===== src/design/ipd_pkg.sv =====
// Shared types, constants and field layout for the IMU packet deframer.
package ipd_pkg;

  localparam int CNT_W       = 6;
  localparam int FIELD_COUNT = 22;
  localparam int SIGNED_FIRST = 10;

  localparam logic [CNT_W-1:0] CNT_MAX = '1;

  // Header byte positions
  localparam int POS_SYNC0   = 0;
  localparam int POS_SYNC1   = 1;
  localparam int POS_VERSION = 2;
  localparam int POS_TYPE    = 3;
  localparam int POS_LEN_LO  = 4;
  localparam int POS_LEN_HI  = 5;

  localparam logic [4:0] FIELD_LAST   = 5'(FIELD_COUNT - 1);
  localparam logic [4:0] FIELD_SIGNED = 5'(SIGNED_FIRST);

  typedef enum logic [2:0] {
    ST_OK       = 3'd0,
    ST_BAD_LEN  = 3'd1,
    ST_BAD_SYNC = 3'd2,
    ST_BAD_CKS  = 3'd3,
    ST_BAD_HDR  = 3'd4
  } status_t;

  typedef enum logic [1:0] {
    CFG_SYNC_FIRST  = 2'd0,
    CFG_SYNC_SECOND = 2'd1,
    CFG_VERSION     = 2'd2,
    CFG_TYPE        = 2'd3
  } cfg_reg_t;

  typedef struct packed {
    logic [CNT_W-1:0] count;
    logic [7:0]       cks;
  } intake_t;

  // Byte count of each decoded field; fields sit back to back from byte 2
  function automatic logic [2:0] fld_bytes(input logic [4:0] idx);
    logic [2:0] n;
    unique case (idx)
      5'd0, 5'd1, 5'd7, 5'd8: n = 3'd1;
      5'd4:                   n = 3'd4;
      default:                n = 3'd2;
    endcase
    return n;
  endfunction

endpackage


===== src/design/ipd_byte_store.sv =====
// Byte store memory with write-side byte counter and running XOR checksum.
module ipd_byte_store
  import ipd_pkg::*;
#(
  parameter int FRAME_BYTES = 45,
  localparam int AW = $clog2(FRAME_BYTES)
) (
  input  logic          clk,
  input  logic          rst_n,
  input  logic          wr_en,
  input  logic [7:0]    wr_data,
  input  logic          wr_final,
  input  logic          rd_en,
  input  logic [AW-1:0] rd_addr,
  output logic [7:0]    rd_data,
  output intake_t       intake
);

  logic [7:0]       store_mem [FRAME_BYTES];
  logic [7:0]       rd_data_r;
  logic [CNT_W-1:0] cnt_r, cnt_nxt;
  logic [7:0]       cks_r, cks_nxt;
  logic             in_frame;
  logic             in_cks;

  assign in_frame = cnt_r < CNT_W'(FRAME_BYTES);
  assign in_cks   = (cnt_r >= CNT_W'(POS_VERSION)) && in_frame;

  always_comb begin
    cnt_nxt = cnt_r;
    cks_nxt = cks_r;
    if (wr_en) begin
      if (wr_final) begin
        cnt_nxt = '0;
        cks_nxt = '0;
      end else begin
        if (cnt_r != CNT_MAX) begin
          cnt_nxt = cnt_r + CNT_W'(1);
        end
        if (in_cks) begin
          cks_nxt = cks_r ^ wr_data;
        end
      end
    end
  end

  always_ff @(posedge clk) begin
    if (!rst_n) begin
      cnt_r <= '0;
      cks_r <= '0;
    end else begin
      cnt_r <= cnt_nxt;
      cks_r <= cks_nxt;
    end
  end

  always_ff @(posedge clk) begin
    if (wr_en && in_frame) begin
      store_mem[cnt_r[AW-1:0]] <= wr_data;
    end
    if (rd_en) begin
      rd_data_r <= store_mem[rd_addr];
    end
  end

  assign rd_data      = rd_data_r;
  assign intake.count = cnt_r;
  assign intake.cks   = cks_r;

endmodule


===== src/design/imu_packet_deframer.sv =====
// IMU packet deframer top level: frame checks, field decode and result register.
//
// Bytes are taken one per cycle while the block is collecting a buffer and go
// straight into the byte store; the byte count and the XOR checksum are kept on
// the fly. The beat flagged end_of_buffer closes the buffer. A buffer of the
// wrong length goes to the error state, which emits its result. Otherwise the
// header bytes 0 to 5 are read back from the store, each with a read state and
// then a compare state, and the verdict is taken on the compare of byte 5. A
// good packet then streams bytes 2 to 43 out of the store, with a read and an
// assemble state per byte, giving 22 results; the single read port of the
// store sets that pace. Stalls on the result side hold the sequencer. No input
// beat is taken from the final byte until the last result of the buffer sits
// in the output register; the next buffer may start while that result waits.
module imu_packet_deframer
  import ipd_pkg::*;
#(
  parameter int FRAME_BYTES = 45
) (
  input  logic               clk,
  input  logic               rst_n,
  input  logic               in_valid,
  output logic               in_ready,
  input  logic [7:0]         in_data_byte,
  input  logic               in_end_of_buffer,
  input  logic [31:0]        in_now_ms,
  output logic               out_valid,
  input  logic               out_ready,
  output logic [2:0]         out_status_code,
  output logic [4:0]         out_field_index,
  output logic signed [32:0] out_field_value,
  output logic [31:0]        out_good_count,
  output logic [31:0]        out_error_count,
  output logic [31:0]        out_receive_time_ms,
  output logic               out_last_of_run,
  input  logic               cfg_we,
  input  logic [1:0]         cfg_index,
  input  logic [7:0]         cfg_wdata
);

  localparam int AW = $clog2(FRAME_BYTES);
  localparam logic [15:0] LEN_FIELD = 16'(FRAME_BYTES);

  typedef enum logic [2:0] {
    S_IDLE,
    S_CHK_RD,
    S_CHK_DAT,
    S_ERR,
    S_EMIT_RD,
    S_EMIT_DAT
  } state_t;

  state_t         state_r;
  logic [7:0]     sync_first_r, sync_second_r, version_r, type_r;
  logic [31:0]    now_r;
  logic           cks_ok_r, sync_bad_r, hdr_bad_r;
  status_t        status_r;
  logic [AW-1:0]  rd_addr_r;
  logic [4:0]     fld_r;
  logic [1:0]     pos_r;
  logic [31:0]    asm_r, asm_nxt;
  logic [31:0]    accepted_r, rejected_r, last_time_r;

  logic           out_valid_r;
  status_t        out_status_r;
  logic [4:0]     out_index_r;
  logic [32:0]    out_value_r;
  logic [31:0]    out_good_r, out_err_r, out_time_r;
  logic           out_last_r;

  logic           in_acc;
  logic           out_free;
  logic           out_load;
  logic           rd_en;
  logic [7:0]     rd_data;
  intake_t        intake;
  logic           fld_done;
  logic [32:0]    fld_value;
  logic [7:0]     hdr_expect;

  assign in_ready = (state_r == S_IDLE);
  assign in_acc   = in_valid && in_ready;
  assign out_free = !out_valid_r || out_ready;
  assign out_load = out_free && ((state_r == S_ERR) || (state_r == S_EMIT_DAT && fld_done));
  assign rd_en    = (state_r == S_CHK_RD) || (state_r == S_EMIT_RD);

  ipd_byte_store #(
    .FRAME_BYTES (FRAME_BYTES)
  ) u_store (
    .clk      (clk),
    .rst_n    (rst_n),
    .wr_en    (in_acc),
    .wr_data  (in_data_byte),
    .wr_final (in_end_of_buffer),
    .rd_en    (rd_en),
    .rd_addr  (rd_addr_r),
    .rd_data  (rd_data),
    .intake   (intake)
  );

  // Field assembly
  always_comb begin
    asm_nxt = asm_r;
    asm_nxt[pos_r*8 +: 8] = rd_data;
    fld_done = ({1'b0, pos_r} + 3'd1) == fld_bytes(fld_r);
    if (fld_r >= FIELD_SIGNED) begin
      fld_value = {{17{asm_nxt[15]}}, asm_nxt[15:0]};
    end else begin
      fld_value = {1'b0, asm_nxt};
    end
  end

  always_comb begin
    unique case (rd_addr_r)
      AW'(POS_SYNC0):   hdr_expect = sync_first_r;
      AW'(POS_SYNC1):   hdr_expect = sync_second_r;
      AW'(POS_VERSION): hdr_expect = version_r;
      AW'(POS_TYPE):    hdr_expect = type_r;
      AW'(POS_LEN_LO):  hdr_expect = LEN_FIELD[7:0];
      default:          hdr_expect = LEN_FIELD[15:8];
    endcase
  end

  always_ff @(posedge clk) begin
    if (!rst_n) begin
      sync_first_r  <= '0;
      sync_second_r <= '0;
      version_r     <= '0;
      type_r        <= '0;
    end else if (cfg_we) begin
      unique case (cfg_index)
        CFG_SYNC_FIRST:  sync_first_r  <= cfg_wdata;
        CFG_SYNC_SECOND: sync_second_r <= cfg_wdata;
        CFG_VERSION:     version_r     <= cfg_wdata;
        CFG_TYPE:        type_r        <= cfg_wdata;
        default:         ;
      endcase
    end
  end

  always_ff @(posedge clk) begin
    if (!rst_n) begin
      state_r     <= S_IDLE;
      accepted_r  <= '0;
      rejected_r  <= '0;
      last_time_r <= '0;
      out_valid_r <= 1'b0;
    end else begin
      if (out_load) begin
        out_valid_r <= 1'b1;
      end else if (out_ready) begin
        out_valid_r <= 1'b0;
      end
      unique case (state_r)
        S_IDLE: begin
          if (in_acc && in_end_of_buffer) begin
            now_r      <= in_now_ms;
            cks_ok_r   <= (intake.cks ^ in_data_byte) == 8'd0;
            sync_bad_r <= 1'b0;
            hdr_bad_r  <= 1'b0;
            rd_addr_r  <= '0;
            if (intake.count == CNT_W'(FRAME_BYTES - 1)) begin
              state_r <= S_CHK_RD;
            end else begin
              status_r <= ST_BAD_LEN;
              if (rejected_r != '1) begin
                rejected_r <= rejected_r + 32'd1;
              end
              state_r <= S_ERR;
            end
          end
        end
        S_CHK_RD: begin
          state_r <= S_CHK_DAT;
        end
        S_CHK_DAT: begin
          if (rd_addr_r == AW'(POS_LEN_HI)) begin
            // Verdict in check order: sync, checksum, header
            if (sync_bad_r || (rd_data != hdr_expect && rd_addr_r <= AW'(POS_SYNC1)) ||
                !cks_ok_r || hdr_bad_r || rd_data != hdr_expect) begin
              if (sync_bad_r) begin
                status_r <= ST_BAD_SYNC;
              end else if (!cks_ok_r) begin
                status_r <= ST_BAD_CKS;
              end else begin
                status_r <= ST_BAD_HDR;
              end
              if (rejected_r != '1) begin
                rejected_r <= rejected_r + 32'd1;
              end
              state_r <= S_ERR;
            end else begin
              if (accepted_r != '1) begin
                accepted_r <= accepted_r + 32'd1;
              end
              last_time_r <= now_r;
              rd_addr_r   <= AW'(POS_VERSION);
              fld_r       <= '0;
              pos_r       <= '0;
              asm_r       <= '0;
              state_r     <= S_EMIT_RD;
            end
          end else begin
            if (rd_data != hdr_expect) begin
              if (rd_addr_r <= AW'(POS_SYNC1)) begin
                sync_bad_r <= 1'b1;
              end else begin
                hdr_bad_r <= 1'b1;
              end
            end
            rd_addr_r <= rd_addr_r + AW'(1);
            state_r   <= S_CHK_RD;
          end
        end
        S_ERR: begin
          if (out_free) begin
            out_status_r <= status_r;
            out_index_r  <= '0;
            out_value_r  <= '0;
            out_good_r   <= accepted_r;
            out_err_r    <= rejected_r;
            out_time_r   <= last_time_r;
            out_last_r   <= 1'b1;
            state_r      <= S_IDLE;
          end
        end
        S_EMIT_RD: begin
          state_r <= S_EMIT_DAT;
        end
        S_EMIT_DAT: begin
          if (!fld_done) begin
            asm_r     <= asm_nxt;
            pos_r     <= pos_r + 2'd1;
            rd_addr_r <= rd_addr_r + AW'(1);
            state_r   <= S_EMIT_RD;
          end else if (out_free) begin
            out_status_r <= ST_OK;
            out_index_r  <= fld_r;
            out_value_r  <= fld_value;
            out_good_r   <= accepted_r;
            out_err_r    <= rejected_r;
            out_time_r   <= last_time_r;
            out_last_r   <= (fld_r == FIELD_LAST);
            asm_r        <= '0;
            pos_r        <= '0;
            rd_addr_r    <= rd_addr_r + AW'(1);
            fld_r        <= fld_r + 5'd1;
            state_r      <= (fld_r == FIELD_LAST) ? S_IDLE : S_EMIT_RD;
          end
        end
        default: state_r <= S_IDLE;
      endcase
    end
  end

  assign out_valid           = out_valid_r;
  assign out_status_code     = out_status_r;
  assign out_field_index     = out_index_r;
  assign out_field_value     = out_value_r;
  assign out_good_count      = out_good_r;
  assign out_error_count     = out_err_r;
  assign out_receive_time_ms = out_time_r;
  assign out_last_of_run     = out_last_r;

endmodule


===== config.mk =====
export PLATFORM = sky130hd
export DESIGN_NAME = imu_packet_deframer
export DESIGN_NICKNAME = d
export VERILOG_FILES = /design/src/design/ipd_pkg.sv /design/src/design/ipd_byte_store.sv /design/src/design/imu_packet_deframer.sv
export SDC_FILE = /design/constraint.sdc
export NUM_CORES = 1
export LEC_CHECK = 0
export BUFFER_PORTS_ARGS = -buffer_cell sky130_fd_sc_hd__buf_2
export CAP_MARGIN = 20
export CORE_MARGIN = 2
export CORE_UTILIZATION = 35
export CTS_CLUSTER_DIAMETER = 150
export DETAILED_ROUTE_END_ITERATION = 7
export SYNTH_ARGS = -nofsm -noshare
export SYNTH_HDL_FRONTEND = slang
export SYNTH_SLANG_ARGS = --single-unit

===== constraint.sdc =====
create_clock -name clk -period 6.53 [get_ports clk]
set_input_delay 1.306 -clock clk [delete_from_list [all_inputs] [get_ports clk]]
set_output_delay 1.306 -clock clk [all_outputs]
set_load 0.1 [all_outputs]

==> flow_summary_export.csv <==
group,metric,value,unit
worst_setup_path,critPathRequiredTime,7.07,ns
global_route,top_usage_layer,"met2",
cells_and_area,multi_input_area,0.00795,sq mm
floorplan,dieArea,0.0852,sq mm
sta,fin_crit_sh,66.5,%
min_path,min_from,"last_time_r[21]",
detailed_routing,routed_wl,66000,microns
global_route,grtUsageMet3,2.28,%
detailed_routing,vias,16900,
placement,gp_congestion,0.845,
sta,fmax,230,MHz
cts,insertion_delay,0.63,ns
cells_and_area,drive_above_1_share,20.9,%
cts,cts.sink_count,735,
cts,cts_htree_levels,3,
power_and_ir_drop,p_per_area,303,mW/mm^2
power_and_ir_drop,p_leak,0.0111,uW
worst_setup_path,cp-startpoint,"rd_addr_r[1]",
detailed_routing,drc,0,
power_and_ir_drop,clkPwrFrac,41.6,%
detailed_routing,vias_per_cell,5.20,
sta,rsz0062_at_grt,"no",
floorplan,die_y,292,microns
power_and_ir_drop,power_frac_seq,50.9,%
placement,io_buffers,195,
synthesis,yosysUniqueCellTypes,64,
sta,skew,0.0349,ns
cells_and_area,postLayoutCoreUtil,41.0,%
sta,worst_slack,2.18,ns
global_route,gr-total-overflow,0,
cells_and_area,final_cell_mix,"edfxtp_1, buf_2, nor2_1",
floorplan,die_w,292,microns
worst_setup_path,crit_chain,"buf_4 > inv_1 > ha_1 > a22oi_1 > a21oi_1 > o21ai_0 > nand4b_4 > or4_1 > buf_4 > or3_4 > or4_1 > a21oi_1",
worst_setup_path,critPathCaptureType,"flip-flop",
synthesis,ys.flop_type,"edfxtp_1",
synthesis,yosys_warnings,0,
floorplan,pin_count,196,
sta,worst_pin_slew,1.06,ns
cts,cts.path.max_buffers,3,
sta,hold_viol_final,0,
power_and_ir_drop,power.switching,2360,uW
cells_and_area,final_common_cell,"edfxtp_1",
synthesis,synth_edf_count,589,
cts,cts_buffers,77,
worst_setup_path,slowest_stage,"or4_1",
cts,clkTransAtPathRegs,0.06,ns
power_and_ir_drop,peakVddDrop,0.000165,V
worst_setup_path,cpPeakStageDelay,0.62,ns
cts,post_cts_buffers,0,
cells_and_area,regArea,0.0206,sq mm
sta,tns,0,ns
power_and_ir_drop,internal_power,7820,uW
sta,max_slew_margin,28.1,%
sta,finalMaxSlewViolations,0,
detailed_routing,dr.pass1.iters,5,
sta,whs,0.427,ns
cells_and_area,final_net_count,2193,
min_path,min_path_type,"reg2reg",
worst_setup_path,critPathKind,"reg2reg",
detailed_routing,drt.antenna.violating_nets,0,
synthesis,ys_ff_latch,735,
floorplan,num_rows,105,
cts,cts-resized-gates,0,
flow_run,drv_cap,0,
synthesis,avgSynthCellArea,15.1,sq um
power_and_ir_drop,switching_share,23.2,%
cts,clock-root-buffer,"clkbuf_16",
synthesis,syn_nets,1996,
worst_setup_path,critPathMaxFanout,43,
global_route,first_global_vias,17200,
worst_setup_path,r2r-start,"rd_addr_r[1]",
global_route,antenna_found_initial,5,
placement,dp.final_hpwl,42900,microns
global_route,use_met1,19.7,%
worst_setup_path,cp_top_family,"simple AND/OR/NAND/NOR gates",
worst_setup_path,crit_arrival,4.89,ns
worst_setup_path,cp-start-kind,"flip-flop",
placement,place_ws,2.24,ns
global_route,grt_first_pass_wirelength,102000,microns
sta,min_period,4.35,ns
detailed_routing,drt_iter0_markers,1411,
run_status,status,"completed",
floorplan,core,0.0821,sq mm
global_route,grt_use_total,15.4,%
floorplan,start_util,35.3,%
synthesis,async_flop_share,0,%
cts,cts-hold-fix-buffers,0,
global_route,use_met2,26.6,%
cells_and_area,syn2layout_area_growth,15.9,%
power_and_ir_drop,p_total,10200,uW
power_and_ir_drop,power_frac_comb,7.5,%
synthesis,syn_area,0.0290,sq mm
cts,tritoncts,"done",
worst_setup_path,path_buf_inv,3,
detailed_routing,wire_per_inst,20.3,microns
synthesis,syn_inst,1919,
synthesis,ys_seq_area_share,71.0,%
sta,setup_violations,0,
cells_and_area,fillers,7413,
global_route,grt_max_degree,74,
final timing paths:
| check | slack [ns] | to | cells past startpoint |
|---|---|---|---|
| worst max-delay path | 2.18 | accepted_r[23] | 12 |
| worst min-delay path | 0.43 | out_receive_time_ms[21] | 0 |
| worst max register to register | 2.18 | accepted_r[23] | 12 |
| worst min register to register | 0.43 | out_receive_time_ms[21] | 0 |
metrics by stage:
stage / area (sq um) / cells
6_report: 33600 / 3252
4_1_cts: 33600 / 3245
5_1_grt: 33600 / 3250
3_3_place_gp: 31100 / 3105
2_1_floorplan: 29000 / 1919
3_5_place_dp: 31100 / 3105
per-layer routing:
metal  vias to the layer above  wire, microns
met1                      8601          27800
met2                       481          33700
li1                       7719              -
met3                       105           2930
met5                         -              0
met4                         0           1550
power by group through the flow:
stage	clock, uW	sequential [uW]	combinational, uW
6_report	4240	5180	761
5_1_grt	4510	5190	812
4_1_cts	4330	5180	767
3_5_place_dp	0	5280	766
3_3_place_gp	0	5280	753
2_1_floorplan	0	5370	426
layout make-up:
type / instances / share of cell area, %
inverter: 23 / 0.264
timing repair buffer: 218 / 3.55
tap: 1070 / 3.98
multi-input combinational: 1061 / 23.7
clock inverter: 48 / 1.24
clock buffer: 92 / 5.99
sequential: 735 / 61.3
antenna: 5 / 0.0372
cells in the mapped netlist, drive strengths merged, types with 3 or more instances:
cell type	count	area, sq um
and3	15	93.8
or4	17	128
dfxtp	146	2920
nor2	192	721
nand3b	14	105
xnor2	35	307
nand4	22	138
o21ai	61	305
nand2	131	492
nand3	44	220
nor3	31	155
nor4	13	87.6
inv	22	82.6
o31ai	13	97.6
nand4b	3	41.3
nor2b	42	263
nor4b	6	52.6
nand2b	15	93.8
a21oi	127	639
nor3b	3	22.5
a22oi	16	120
or3	25	161
buf	22	101
mux2i	44	440
and4	7	61.3
ha	21	263
mux4	110	2480
xor2	11	96.3
and2	9	56.3
edfxtp	589	17700
o211ai	3	22.5
clkbuf	78	293
cells by family (layout without fill, tap and decap cells):
| logic type | after synthesis | count (layout) | share of synthesized area, % |
|---|---|---|---|
| XOR/XNOR | 46 | 46 | 1.39 |
| adder cells (fa/ha/maj) | 21 | 21 | 0.906 |
| buffers and inverters | 123 | 381 | 1.66 |
| flip-flops | 735 | 735 | 71.0 |
| AND/OR/NAND/NOR | 592 | 592 | 10.0 |
| other | 0 | 5 | 0 |
| AO/OA/AOI/OAI | 246 | 246 | 4.84 |
| multiplexers | 156 | 156 | 10.1 |
sequential cells by signal, summed over array words and instances, names as in the netlist, 32 cells and up:
register / count
out_receive_time_ms: 32
rejected_r: 32
asm_r: 32
now_r: 32
out_field_value: 33
u_store.store_mem: 360
out_good_count: 32
last_time_r: 32
accepted_r: 32
out_error_count: 32
Power figures use the tool's default switching activity.
